===== src/rtl/frw_pkg.sv =====
`timescale 1ns / 1ps
`default_nettype none
// ----------------------------------------------------------------------------
// frw_pkg
// shared constants, codes and types of the flux histogram reweight block
// ----------------------------------------------------------------------------
package frw_pkg;

   localparam int NUM_BINS_DEF      = 200;
   localparam int BIN_WIDTH_MEV_DEF = 50;
   localparam int MAX_UNIVERSES_DEF = 64;

   // divider geometry
   localparam int DIV_NUM_W = 48;
   localparam int DIV_DEN_W = 32;
   localparam int DIV_CNT_W = 6;

   // ratio and weight formats
   localparam int RATIO_W  = 41;
   localparam int SHIFT_W  = 16;
   localparam int PROD_W   = 58;
   localparam int WEIGHT_W = 24;

   localparam logic [RATIO_W-1:0] RATIO_CLAMP = RATIO_W'(1) << 40;
   localparam logic [15:0] ONE_Q12 = 16'd4096;
   localparam logic [WEIGHT_W-1:0] ONE_Q16 = 24'd65536;

   // commands
   localparam logic [1:0] CMD_LOAD_TABLE = 2'd0;
   localparam logic [1:0] CMD_LOAD_SHIFT = 2'd1;
   localparam logic [1:0] CMD_EVENT      = 2'd2;
   localparam logic [1:0] CMD_UNUSED     = 2'd3;

   // result status
   localparam logic [2:0] ST_OK     = 3'd0;
   localparam logic [2:0] ST_CVZERO = 3'd1;
   localparam logic [2:0] ST_BADP   = 3'd2;
   localparam logic [2:0] ST_BADF   = 3'd3;
   localparam logic [2:0] ST_BIN    = 3'd4;

   // configuration register indexes
   localparam logic REG_UNIV_COUNT = 1'b0;
   localparam logic REG_SHIFT_MODE = 1'b1;

   typedef enum logic [8:0] {
      S_IDLE  = 9'b000000001,
      S_BIN   = 9'b000000010,
      S_LOOK  = 9'b000000100,
      S_START = 9'b000001000,
      S_RATIO = 9'b000010000,
      S_SHIFT = 9'b000100000,
      S_MUL   = 9'b001000000,
      S_SAT   = 9'b010000000,
      S_OUT   = 9'b100000000
   } state_type;

endpackage
`default_nettype wire


===== src/rtl/frw_wgt.sv =====
`timescale 1ns / 1ps
`default_nettype none
// ----------------------------------------------------------------------------
// frw_wgt
// shared multiply and saturate for one universe weight
// ----------------------------------------------------------------------------
module frw_wgt (
   input  wire logic                                clock,
   input  wire logic                                mul_en,
   input  wire logic        [frw_pkg::RATIO_W-1:0]  ratio,
   input  wire logic signed [frw_pkg::SHIFT_W-1:0]  shift,
   output logic signed      [frw_pkg::WEIGHT_W-1:0] weight
);
   import frw_pkg::*;

   logic signed [RATIO_W:0]    diff;
   logic signed [PROD_W-1:0]   prod_ff, prod_in;
   logic signed [PROD_W-1:0]   rounded;
   logic signed [PROD_W-13:0]  scaled;
   logic signed [PROD_W-12:0]  wide_w;

   assign diff    = $signed({1'b0, ratio}) - $signed((RATIO_W+1)'(65536));
   assign prod_in = PROD_W'(diff * shift);

   always_ff @(posedge clock) begin
      if (mul_en) prod_ff <= prod_in;
   end

   // round half up, then back to q8.16 and saturate
   assign rounded = prod_ff + $signed(PROD_W'(2048));
   assign scaled  = rounded[PROD_W-1:12];
   assign wide_w  = (PROD_W-11)'(scaled) + $signed((PROD_W-11)'(65536));

   always_comb begin
      if (wide_w > $signed((PROD_W-11)'(8388607)))
         weight = 24'sh7FFFFF;
      else if (wide_w < -$signed((PROD_W-11)'(8388608)))
         weight = 24'sh800000;
      else
         weight = wide_w[WEIGHT_W-1:0];
   end

endmodule
`default_nettype wire


===== config.mk =====
export PLATFORM = sky130hd
export DESIGN_NAME = frw_wgt
export DESIGN_NICKNAME = d
export VERILOG_FILES = /design/src/rtl/frw_pkg.sv /design/src/rtl/frw_wgt.sv
export SDC_FILE = /design/constraint.sdc
export NUM_CORES = 2
export LEC_CHECK = 0
export BUFFER_PORTS_ARGS = -buffer_cell sky130_fd_sc_hd__clkbuf_2
export CAP_MARGIN = 20
export CORE_MARGIN = 2
export CORE_UTILIZATION = 54
export CTS_CLUSTER_SIZE = 14
export DETAILED_ROUTE_END_ITERATION = 7
export PLACE_DENSITY = 0.71
export SKIP_LAST_GASP = 1
export SLEW_MARGIN = 5
export SYNTH_ARGS = -nofsm -noshare
export SYNTH_HDL_FRONTEND = slang
export SYNTH_SLANG_ARGS = --single-unit

===== constraint.sdc =====
create_clock -name clock -period 24.8 [get_ports clock]
set_input_delay 3.72 -clock clock [delete_from_list [all_inputs] [get_ports clock]]
set_output_delay 3.72 -clock clock [all_outputs]
set_load 0.02 [all_outputs]

==> impl_metrics.yaml <==
clock_tree:
  postCtsSetupBuffers: 0
  cts_tree: "done"
  clk_pin_slew_ns: 0.06
  clock_path_buffers: 2
  htreeDepth: 2
  cts.repair.resized: 0
  cts_inserted_buffers: 5
  cts_root_buffer: "clkbuf_16"
  cts.sinks: 47
  ctsHoldBuffers: 0
logic_synthesis:
  syn_inst: 3060
  synthMuxAreaShare_pct: 0.149
  synth_compound_area_share_pct: 4.58
  synth-edff-count: 47
  syn_area_um2: 26800
  synth_nets: 3879
  yosys.area_share.simple_pct: 20.6
  synthXorXnorAreaFrac_pct: 4.21
  syn_avg_cell_area_um2: 8.76
  synth_top_family_by_area: "adder cells"
  synth-async-reset-ratio_pct: 0
  synth_seq_cells: 47
  synth.distinct_cells: 77
  synth_flop_cell: "edfxtp_1"
  ys_seq_area_share_pct: 5.26
  synth_adder_area_share_pct: 53.0
  synth_warnings: 0
floorplanning:
  fp.dieH_um: 227
  die_area_um2: 51500
  initial_core_util_pct: 54.8
  io_pins: 83
  coreArea_um2: 49000
  chipWidth_um: 227
  num_rows: 81
timing:
  drv_slew: 0
  setup_viol_count_final: 0
  tns_ns: 0
  period_minus_slack_ns: 11.84
  tightestPinTransition_ns: 1.07
  period_share_pct: 47.7
  slew_headroom_pct: 28.0
  rsz0062_at_grt: "false"
  clock.fmax_ghz: 0.0845
  hold_viol_final: 0
drt:
  first_pass_iters: 5
  wl_met3_um: 5600
  top_layer_used: "met4"
  via_count: 20925
  wirelength_um: 70600
  wire_per_inst_um: 19.0
  route.met2.wl_um: 34300
  ant_nets: 0
  via_per_inst: 5.63
  dr.first_iter.drc_count: 1588
  wl_met1_um: 28400
  drcViolationCount: 0
placed_design:
  place.gp.congestion: 0.952
  io_buffers: 82
  hpwl_um: 55900
final_layout:
  reg_top3: "prod_ff: 47 flops"
  drive_gt1_share_pct: 5.57
  area_delta_synth_final_pct: 4.45
  n_antenna_cell: 0
  largest_register_ffs: 47
  final_nets: 3872
  regMostFlops: "prod_ff"
  fill_cells: 4362
run:
  drv_cap: 0
worst_setup_path:
  path_max_fanout: 16
  critPathTopFamily: "adder cells"
  cpMostUsedCell: "fa_1"
  endpoint_kind: "flip-flop"
  worstSetupStartpointType: "primary input"
  path_class: "primary input to flip-flop"
  required_ns: 24.87
  arrival_ns: 11.91
  max_stage_delay_ns: 0.80
  slowest_stage: "nor4_1"
  crit_buf_inv: 6
worst_hold_path:
  hold_class: "primary input to flip-flop"
global_routing:
  grt_antenna_before_repair: 1
  grt_pass1_wl_um: 119000
  grt_util_all_layers_pct: 29.5
  overflow: 0
  grt_pass1_vias: 23284
  grt_max_degree: 48
outcome:
  status: "finished clean"
layout by cell type (no fill, tap or decap), types with 8 or more instances in the layout:
cell      netlist  routed
or4_1           8       8
clkbuf_2        0      82
ha_1          135     135
and3_1         13      13
nand4_1        57      57
fa_1          625     625
o21a_1          8       8
nor4_2          9       9
or3_1          10      10
nor2b_1        13      13
nor3_1         31      31
a21o_1         17      17
nor4_1         24      24
buf_4           5      38
xor2_1         45      45
and2_1        214     214
nand2b_1       52      52
nand3_1        49      49
and4_1          8       8
a31oi_1         8       8
o21ai_0        27      27
a21oi_1        43      43
inv_1         727     727
o211ai_1       17      17
xnor2_1        84      80
edfxtp_1       47      47
nor2_1         85      85
nand2_1       468     468
kinds of logic after synthesis:
group,after synthesis
xor gates and xnor gates,129
adders and majority gates,760
DFF,47
muxes,4
and+or+nand+nor,1077
buffers and inverters,864
AOI/OAI and AO/OA,179
cell type report:
class | count | area, µm² | share of cell area (%)
repair buffers | 123 | 747 | 2.67
well taps | 664 | 831 | 2.97
multi-input cells | 2149 | 22200 | 79.1
flip-flops and latches | 47 | 1410 | 5.04
inverters | 727 | 2730 | 9.74
clock buffers | 5 | 125 | 0.447
clock inverters | 3 | 15.0 | 0.0536
per-layer routing:
| layer | global-route usage (%) | vias to the layer above |
|---|---|---|
| li1 | - | 9177 |
| met4 | 8.74 | 0 |
| met1 | 38.1 | 10708 |
| met3 | 5.29 | 166 |
| met5 | 0 | - |
| met2 | 50.7 | 874 |
worst paths after layout:
path / from / end / slack (ns) / depth (start not counted)
worst max-delay path: ratio[16] / prod_ff[51]$_DFFE_PP_ / 12.96 / 27
worst min-delay path: mul_en / prod_ff[20]$_DFFE_PP_ / 3.83 / 1
cell usage after synthesis, drive strengths merged, types with 9 or more instances:
library cell / instances / area share [%]
inv: 727 / 10
fa: 625 / 47
nand2: 468 / 6.6
and2: 214 / 5.0
ha: 135 / 6.3
clkbuf: 119 / 1.7
nor2: 86 / 1.2
xnor2: 84 / 2.7
nand4: 65 / 1.8
nand2b: 52 / 1.2
nand3: 49 / 0.91
edfxtp: 47 / 5.3
xor2: 45 / 1.5
a21oi: 44 / 0.84
nor4: 36 / 1.2
nor3: 31 / 0.58
o21ai: 28 / 0.52
buf: 18 / 0.41
a21o: 17 / 0.48
o211ai: 17 / 0.48
and3: 14 / 0.33
nor2b: 13 / 0.30
or3: 10 / 0.23
or4: 9 / 0.27
stage by stage:
| step | hold WS, ns | instances | utilization [%] | worst slack, ns | area (µm²) |
|---|---|---|---|---|---|
| after floorplan | 3.83 | 3060 | - | 13.55 | 26800 |
| after global placement | 4.52 | 3707 | 56.8 | 12.96 | 27800 |
| after detailed placement | 4.53 | 3707 | 56.8 | 12.66 | 27800 |
| after CTS | 4.41 | 3715 | 57.1 | 12.95 | 28000 |
| after global routing | 3.83 | 3718 | 57.2 | 12.32 | 28000 |
| final | 3.83 | 3718 | 57.2 | 12.96 | 28000 |
Power is not shown: default switching activity piles up to over one toggle a cycle in this logic, so the estimate is an artifact.
