## src/rtl/frw_pkg.sv

```systemverilog
`timescale 1ns / 1ps
`default_nettype none
// ----------------------------------------------------------------------------
// frw_pkg
// shared constants, codes and types of the flux histogram reweight block
// ----------------------------------------------------------------------------
package frw_pkg;

   localparam int NUM_BINS_DEF      = 200;
   localparam int BIN_WIDTH_MEV_DEF = 50;
   localparam int MAX_UNIVERSES_DEF = 64;

   // divider geometry
   localparam int DIV_NUM_W = 48;
   localparam int DIV_DEN_W = 32;
   localparam int DIV_CNT_W = 6;

   // ratio and weight formats
   localparam int RATIO_W  = 41;
   localparam int SHIFT_W  = 16;
   localparam int PROD_W   = 58;
   localparam int WEIGHT_W = 24;

   localparam logic [RATIO_W-1:0] RATIO_CLAMP = RATIO_W'(1) << 40;
   localparam logic [15:0] ONE_Q12 = 16'd4096;
   localparam logic [WEIGHT_W-1:0] ONE_Q16 = 24'd65536;

   // commands
   localparam logic [1:0] CMD_LOAD_TABLE = 2'd0;
   localparam logic [1:0] CMD_LOAD_SHIFT = 2'd1;
   localparam logic [1:0] CMD_EVENT      = 2'd2;
   localparam logic [1:0] CMD_UNUSED     = 2'd3;

   // result status
   localparam logic [2:0] ST_OK     = 3'd0;
   localparam logic [2:0] ST_CVZERO = 3'd1;
   localparam logic [2:0] ST_BADP   = 3'd2;
   localparam logic [2:0] ST_BADF   = 3'd3;
   localparam logic [2:0] ST_BIN    = 3'd4;

   // configuration register indexes
   localparam logic REG_UNIV_COUNT = 1'b0;
   localparam logic REG_SHIFT_MODE = 1'b1;

   typedef enum logic [8:0] {
      S_IDLE  = 9'b000000001,
      S_BIN   = 9'b000000010,
      S_LOOK  = 9'b000000100,
      S_START = 9'b000001000,
      S_RATIO = 9'b000010000,
      S_SHIFT = 9'b000100000,
      S_MUL   = 9'b001000000,
      S_SAT   = 9'b010000000,
      S_OUT   = 9'b100000000
   } state_type;

endpackage
`default_nettype wire

```

## src/rtl/frw_div.sv

```systemverilog
`timescale 1ns / 1ps
`default_nettype none
// ----------------------------------------------------------------------------
// frw_div
// shared restoring divider, one quotient bit per cycle
// ----------------------------------------------------------------------------
module frw_div (
   input  wire logic                           clock,
   input  wire logic                           reset,
   input  wire logic                           start,
   input  wire logic [frw_pkg::DIV_NUM_W-1:0]  dividend,
   input  wire logic [frw_pkg::DIV_DEN_W-1:0]  divisor,
   output logic                                done,
   output logic      [frw_pkg::DIV_NUM_W-1:0]  quotient
);
   import frw_pkg::*;

   logic                  busy_ff, busy_in;
   logic                  done_ff, done_in;
   logic [DIV_CNT_W-1:0]  cnt_ff, cnt_in;
   logic [DIV_NUM_W-1:0]  dq_ff, dq_in;
   logic [DIV_DEN_W-1:0]  rem_ff, rem_in;
   logic [DIV_DEN_W-1:0]  den_ff, den_in;
   logic [DIV_DEN_W:0]    rem_sh;
   logic                  fits;

   assign rem_sh = {rem_ff, dq_ff[DIV_NUM_W-1]};
   assign fits   = rem_sh >= {1'b0, den_ff};

   always_comb begin
      busy_in = busy_ff;
      cnt_in  = cnt_ff;
      dq_in   = dq_ff;
      rem_in  = rem_ff;
      den_in  = den_ff;
      if (start) begin
         busy_in = 1'b1;
         cnt_in  = '0;
         dq_in   = dividend;
         rem_in  = '0;
         den_in  = divisor;
      end else if (busy_ff) begin
         // shift in next dividend bit, subtract when it fits
         rem_in = fits ? DIV_DEN_W'(rem_sh - {1'b0, den_ff}) : rem_sh[DIV_DEN_W-1:0];
         dq_in  = {dq_ff[DIV_NUM_W-2:0], fits};
         cnt_in = cnt_ff + 1'b1;
         if (cnt_ff == DIV_CNT_W'(DIV_NUM_W - 1)) busy_in = 1'b0;
      end
   end

   // done follows the step that writes the last quotient bit
   assign done_in = busy_ff && !busy_in && !start;

   always_ff @(posedge clock) begin
      if (reset) begin
         busy_ff <= 1'b0;
         done_ff <= 1'b0;
         cnt_ff  <= '0;
      end else begin
         busy_ff <= busy_in;
         done_ff <= done_in;
         cnt_ff  <= cnt_in;
      end
      dq_ff  <= dq_in;
      rem_ff <= rem_in;
      den_ff <= den_in;
   end

   assign done     = done_ff;
   assign quotient = dq_ff;

endmodule
`default_nettype wire

```

## config.mk

```make
export PLATFORM = sky130hd
export DESIGN_NAME = frw_div
export DESIGN_NICKNAME = d
export VERILOG_FILES = /design/src/rtl/frw_pkg.sv /design/src/rtl/frw_div.sv
export SDC_FILE = /design/constraint.sdc
export NUM_CORES = 1
export LEC_CHECK = 0
export BUFFER_PORTS_ARGS = -buffer_cell sky130_fd_sc_hd__buf_4
export CORE_MARGIN = 2
export CORE_UTILIZATION = 60
export DETAILED_ROUTE_END_ITERATION = 8
export PLACE_DENSITY = 0.89
export SLEW_MARGIN = 10
export SYNTH_ARGS = -nofsm -noshare
export SYNTH_HDL_FRONTEND = slang
export SYNTH_SLANG_ARGS = --single-unit
```

## constraint.sdc

```tcl
create_clock -name clock -period 4.45 [get_ports clock]
set_input_delay 0.445 -clock clock [delete_from_list [all_inputs] [get_ports clock]]
set_output_delay 0.445 -clock clock [all_outputs]
set_load 0.02 [all_outputs]
```

==> impl_metrics.csv, run 1 <==
group,metric,value,unit
pwr,ir_worst_vdd,0.398,mV
clocking,cts_root_buffer,"clkbuf_16",
cells_and_area,diodes,0,
placed_design,portBuffers,131,
worst_setup_path,crit_slowest_cell,"o211ai_4",
cells_and_area,final_common_cell,"buf_4",
clocking,holdBufCountCts,0,
worst_setup_path,path_cells,"ha_1 > a21o_1 > a21oi_1 > o21ai_1 > a21oi_1 > o21ai_2 > a21o_2 > o211ai_4 > buf_4 > nand3_1 > a311oi_2",
logic_synthesis,synthCells,630,
worst_setup_path,critPathTopFamily,"compound AO/OA/AOI/OAI gates",
cells_and_area,fin_nets,871,
worst_setup_path,crit_path_start,"rem_ff[2]$_SDFFE_PP0P_",
logic_synthesis,netlist.top_cell.by_area,"edfxtp_1",
sta,worstMarginPinSlew,1130,ps
logic_synthesis,synth.top_cell.area_share,35.1,%
sta,relSlewSlack,24.5,%
worst_setup_path,cpMostUsedCell,"a21oi_1",
sta,hold_violations,0,
grt,grt_overflow,0,
die,ioPinCount,132,
worst_setup_path,crit_type,"flip-flop to flip-flop",
drt,totalWireLength,17.5,mm
drt,drt_iter0_markers,529,
drt,via_per_inst,6.23,
logic_synthesis,async_reset_ff_share,0,%
clocking,clock_latency,420,ps
drt,drc,0,
sta,fin_skew,6.23,ps
cells_and_area,drive_above_1_share,32.9,%
worst_hold_path,hold_path.class,"primary input to flip-flop",
sta,rsz0062_at_grt,"no",
worst_setup_path,reg2reg_from,"rem_ff[2]$_SDFFE_PP0P_",
job,maxCapViolCount,0,
die,rows,38,
worst_setup_path,start_kind,"flip-flop",
logic_synthesis,ys_top_cells_by_area,"edfxtp_1, dfxtp_1, mux2_2",
clocking,cts.htree.levels,4,
sta,slew_violations,0,
logic_synthesis,syn_nets,747,
worst_setup_path,cp.required,4770,ps
placed_design,gp_congestion,0.922,
logic_synthesis,syn_area,6840,um^2
sta,timing.fmax,0.289,GHz
die,dieArea,12300,um^2
logic_synthesis,ys_warn_count,0,
sta,setup_viol,0,
logic_synthesis,yosysUniqueCellTypes,64,
placed_design,dpl.hpwl,11.9,mm
sta,timing.setup.tns,0,ps
logic_synthesis,avgSynthCellArea,10.9,um^2
clocking,clkTransAtPathRegs,50,ps
worst_setup_path,cp_slowest_stage_delay,650,ps
outcome,outcome,"completed",
worst_setup_path,critPathArrivalTime,3780,ps
grt,grt_use_total,28.8,%
clocking,cts_max_path_buffers,2,
clocking,cts.sinks,120,
cells_and_area,area_growth,24.1,%
grt,antenna_found_initial,0,
die,die_w,111,um
grt,grt_pass1_wl,28.2,mm
drt,routedWlPerCell,19.2,um
drt,dr.pass1.iters,6,
die,core_area,11000,um^2
pwr,p_per_area,415,nW/um^2
worst_setup_path,crit_fanout,23,
die,die_y,111,um
logic_synthesis,synth-seq-cells,120,
logic_synthesis,synthFlopType,"edfxtp_1",
cells_and_area,layout.cells.non_filler,907,
worst_setup_path,r2r_setup_slack,990,ps
clocking,cts_resized,0,
logic_synthesis,ys_seq_area_share,46.8,%
grt,grt_max_degree,65,
grt,grt_pass1_vias,5805,
worst_setup_path,crit_buf_inv,1,
logic_synthesis,synth-edff-count,80,
die,start_util,62.3,%
sta,post-route-period-util,77.8,%
worst_hold_path,worstHoldStart,"reset",
clocking,post_cts_buffers,0,
clocking,tritoncts,"yes",
placed_design,placed_cells,875,
clocking,numCtsBuffers,17,
sta,fin_crit,3460,ps
worst_setup_path,cp-end-kind,"flip-flop",
cells_and_area,layout_common_cells,"buf_4, edfxtp_1, mux2_2, nor2_1, inv_1",
drt,vias,5647,
pwr,p_leak,3.54,nW
drt,ant_nets,0,
-- per-layer routing --
metal  vias to the layer above  track usage (%)  share of wire [%]
met5                         -                0                  0
met4                         0             12.6                2.7
met3                        46             9.46                8.6
met2                       284             49.6                 50
met1                      2710             32.6                 38
li1                       2607                -                  -
-- flip-flops by register name, indices dropped and copies added (netlist names) --
| name | count |
|---|---|
| quotient | 48 |
| den_ff | 32 |
| rem_ff | 32 |
| cnt_ff | 6 |
| busy_ff | 1 |
| done | 1 |
-- final cells by class --
type / count / area [um^2]
clock buffer: 23 / 448
clock inverter: 9 / 150
fill: 645 / 2490
inverter: 44 / 165
multi-input combinational: 436 / 3330
sequential: 120 / 3200
tap: 140 / 175
timing repair buffer: 135 / 1010
-- worst register-to-register path: cells and delay by family (launching register included) --
family	cells	cell delay (ps)
simple gates	1	110
fa+ha+maj	1	380
buf+inv	1	320
flops	1	340
compound gates	8	2200
-- power breakdown --
part           internal (mW)  total, mW  switching (mW)
clock network          0.933       1.42           0.488
registers               1.30       1.37          0.0638
logic                  0.315      0.732           0.417
total                   2.55       3.52           0.969
-- cell usage after synthesis, drive strengths merged (9+ instances only) --
cell / count
o21ai: 36
a311oi: 19
a21oi: 32
nand2: 39
xnor2: 15
ha: 33
nor2: 49
clkbuf: 22
nor4: 9
edfxtp: 80
nor3: 9
mux2: 48
dfxtp: 40
inv: 44
nand3: 24
nand4: 10
xor2: 13
a21o: 15
-- per-stage QoR --
step | hold WS, ps | util [%] | area [um^2] | setup slack, ps | power, mW
floorplan | 453 | - | 6840 | 1640 | 1.86
global route | 185 | 77.3 | 8490 | 783 | 3.65
CTS | 184 | 77.3 | 8490 | 1020 | 3.52
finish | 200 | 77.3 | 8490 | 989 | 3.52
global placement | 461 | 71.8 | 7890 | 1180 | 2.07
detailed placement | 487 | 71.8 | 7890 | 1030 | 2.10
-- kinds of logic after synthesis --
logic type	after synthesis	synth area share, %
AO/OA/AOI/OAI	158	17.9
XOR/XNOR	28	3.58
adder cells (fa/ha/maj)	34	6.33
buffers and inverters	74	4.48
flip-flops	120	46.8
multiplexers	50	8.19
AND/OR/NAND/NOR	166	12.7
-- final timing paths --
path	cells past startpoint	to
setup reg to reg	11	rem_ff[13]$_SDFFE_PP0P_
hold / removal	2	busy_ff$_SDFF_PP0_
setup / recovery	11	rem_ff[13]$_SDFFE_PP0P_
hold reg to reg	2	rem_ff[8]$_SDFFE_PP0P_
No activity file was read; power rests on OpenSTA's default activity.
==> inputs of run 2 (changes only) <==
Settings changed: CORE_UTILIZATION 60 to 56, PLACE_DENSITY 0.89 to 0.84.
Clock period 4.45 ns to 3.4 ns, I/O delays scaled along.
==> run 2 against run 1 <==
Clock-buffer cell count down 3. Clock skew up 5.7 ps. Routed wire length down 2.4%. Power up 25%. Utilization down 6.4 points. Global-route usage down 1.4 points. Clock power up 16%. First-iteration DRC count down 29%. Flip-flop and latch count unchanged. Non-clock buffer count up 5. Highest routed layer unchanged. Final area about the same. Sequential share of layout area about the same.
==> impl_metrics.csv, run 2 (synthesis gave the netlist of run 1 again) <==
group,metric,value,unit
grt,antenna_found_initial,1,
pwr,switching_power,1.28,mW
clocking,cts_max_path_buffers,2,
clocking,cts.sinks,120,
drt,vias,5539,
clocking,tritoncts,"yes",
worst_setup_path,crit_buf_inv,2,
placed_design,placed_cells,887,
cells_and_area,layout.cells.non_filler,919,
cells_and_area,drive_above_1_share,33.7,%
pwr,ir_worst_vdd,0.379,mV
worst_setup_path,crit_slowest_cell,"edfxtp_1",
sta,worstMarginPinSlew,865,ps
drt,dr.pass1.iters,5,
clocking,cts_root_buffer,"clkbuf_16",
sta,timing.setup.tns,0,ps
pwr,switching_share,29.0,%
die,dieArea,13100,um^2
grt,grt_pass1_vias,5789,
grt,grt_overflow,0,
drt,totalWireLength,17.0,mm
worst_setup_path,cpMostUsedCell,"a21oi_1",
worst_setup_path,crit_type,"flip-flop to flip-flop",
worst_setup_path,path_cells,"inv_1 > ha_1 > a21o_1 > a21oi_1 > o21ai_1 > a21oi_1 > o21ai_2 > a21o_2 > o211ai_4 > buf_4 > a21oi_1 > a311oi_1",
sta,post-route-period-util,90.4,%
drt,ant_nets,0,
pwr,p_leak,3.52,nW
clocking,cts.htree.levels,4,
clocking,numCtsBuffers,17,
worst_setup_path,start_kind,"flip-flop",
die,rows,40,
worst_setup_path,crit_fanout,24,
cells_and_area,fin_nets,876,
cells_and_area,layout_common_cells,"buf_4, edfxtp_1, mux2_2, nor2_1, inv_1",
drt,drt_iter0_markers,376,
worst_setup_path,cp.required,3720,ps
worst_setup_path,rr_worst_depth,12,
sta,fin_crit,3070,ps
worst_setup_path,cp.depth,12,
worst_setup_path,critPathTopFamily,"compound AO/OA/AOI/OAI gates",
pwr,pwr-share-seq,40.6,%
clocking,clock_latency,420,ps
worst_hold_path,hold_path.class,"primary input to flip-flop",
cells_and_area,largest_reg_flops,48,
sta,setup_viol,0,
sta,timing.fmax,0.325,GHz
cells_and_area,final_util,70.9,%
placed_design,post-place-ws,349,ps
pwr,p_per_area,518,nW/um^2
die,die_y,115,um
placed_design,dpl_cell_area,7940,um^2
placed_design,gp_congestion,0.953,
job,maxCapViolCount,0,
clocking,holdBufCountCts,0,
worst_setup_path,cp_slowest_stage_delay,370,ps
clocking,clkTransAtPathRegs,60,ps
die,start_util,57.2,%
sta,hold_violations,0,
outcome,outcome,"completed",
grt,grt_pass1_wl,28.0,mm
pwr,p_comb_share,21.8,%
pwr,p_int,3.12,mW
sta,hold_ws,91.6,ps
sta,relSlewSlack,42.1,%
grt,grt_use_total,27.4,%
cells_and_area,final_cell_area,8480,um^2
pwr,power.share.clock,37.6,%
cells_and_area,area_growth,24.0,%
worst_setup_path,critPathArrivalTime,3390,ps
worst_setup_path,r2r_setup_slack,330,ps
worst_hold_path,hold_depth,2,
drt,routedWlPerCell,18.5,um
die,ioPinCount,132,
die,die_w,115,um
placed_design,dpl.hpwl,12.0,mm
sta,rsz0062_at_grt,"no",
placed_design,portBuffers,131,
drt,drc,0,
worst_setup_path,cp-end-kind,"flip-flop",
pwr,power,4.39,mW
sta,slew_violations,0,
die,core_area,12000,um^2
cells_and_area,final_common_cell,"buf_4",
sta,setup_ws,326,ps
grt,grt_max_degree,59,
sta,fin_skew,11.9,ps
drt,via_per_inst,6.03,
==> run 2: routing by layer <==
metal | track usage [%] | share of wire, % | vias up
li1 | - | - | 2613
met5 | 0 | 0 | -
met4 | 12.1 | 2.9 | 0
met1 | 31.7 | 39 | 2616
met2 | 44.8 | 48 | 261
met3 | 11.0 | 10 | 49
==> run 2: power by group through the flow <==
stage                     clock [mW]  sequential (mW)  combinational, mW
final                           1.65             1.79              0.957
after global routing            1.73             1.80               1.04
after CTS                       1.67             1.79              0.951
after detailed placement           0             1.81              0.943
after global placement             0             1.81              0.916
after floorplan                    0             1.86              0.568
==> run 2: final timing paths <==
path                                 from                 endpoint
setup / recovery      den_ff[3]$_DFFE_PP_   rem_ff[0]$_SDFFE_PP0P_
hold / removal                      reset       busy_ff$_SDFF_PP0_
setup reg to reg      den_ff[3]$_DFFE_PP_   rem_ff[0]$_SDFFE_PP0P_
hold reg to reg   rem_ff[30]$_SDFFE_PP0P_  rem_ff[30]$_SDFFE_PP0P_
==> run 2: final cells by class <==
type / instances / area (um^2)
Multi-Input combinational cell: 436 / 3340
Clock buffer: 20 / 437
Fill cell: 859 / 3480
Sequential cell: 120 / 3200
Clock inverter: 11 / 104
Tap cell: 147 / 184
Timing Repair Buffer: 140 / 1050
Inverter: 44 / 165
Antenna cell: 1 / 2.50
==> run 2: timing repair <==
| item | 4_1_cts | 5_1_grt |
|---|---|---|
| resized for setup | 0 | 1 |
| setup buffers | 0 | 0 |
| setup endpoints to repair | 0 | 1 |
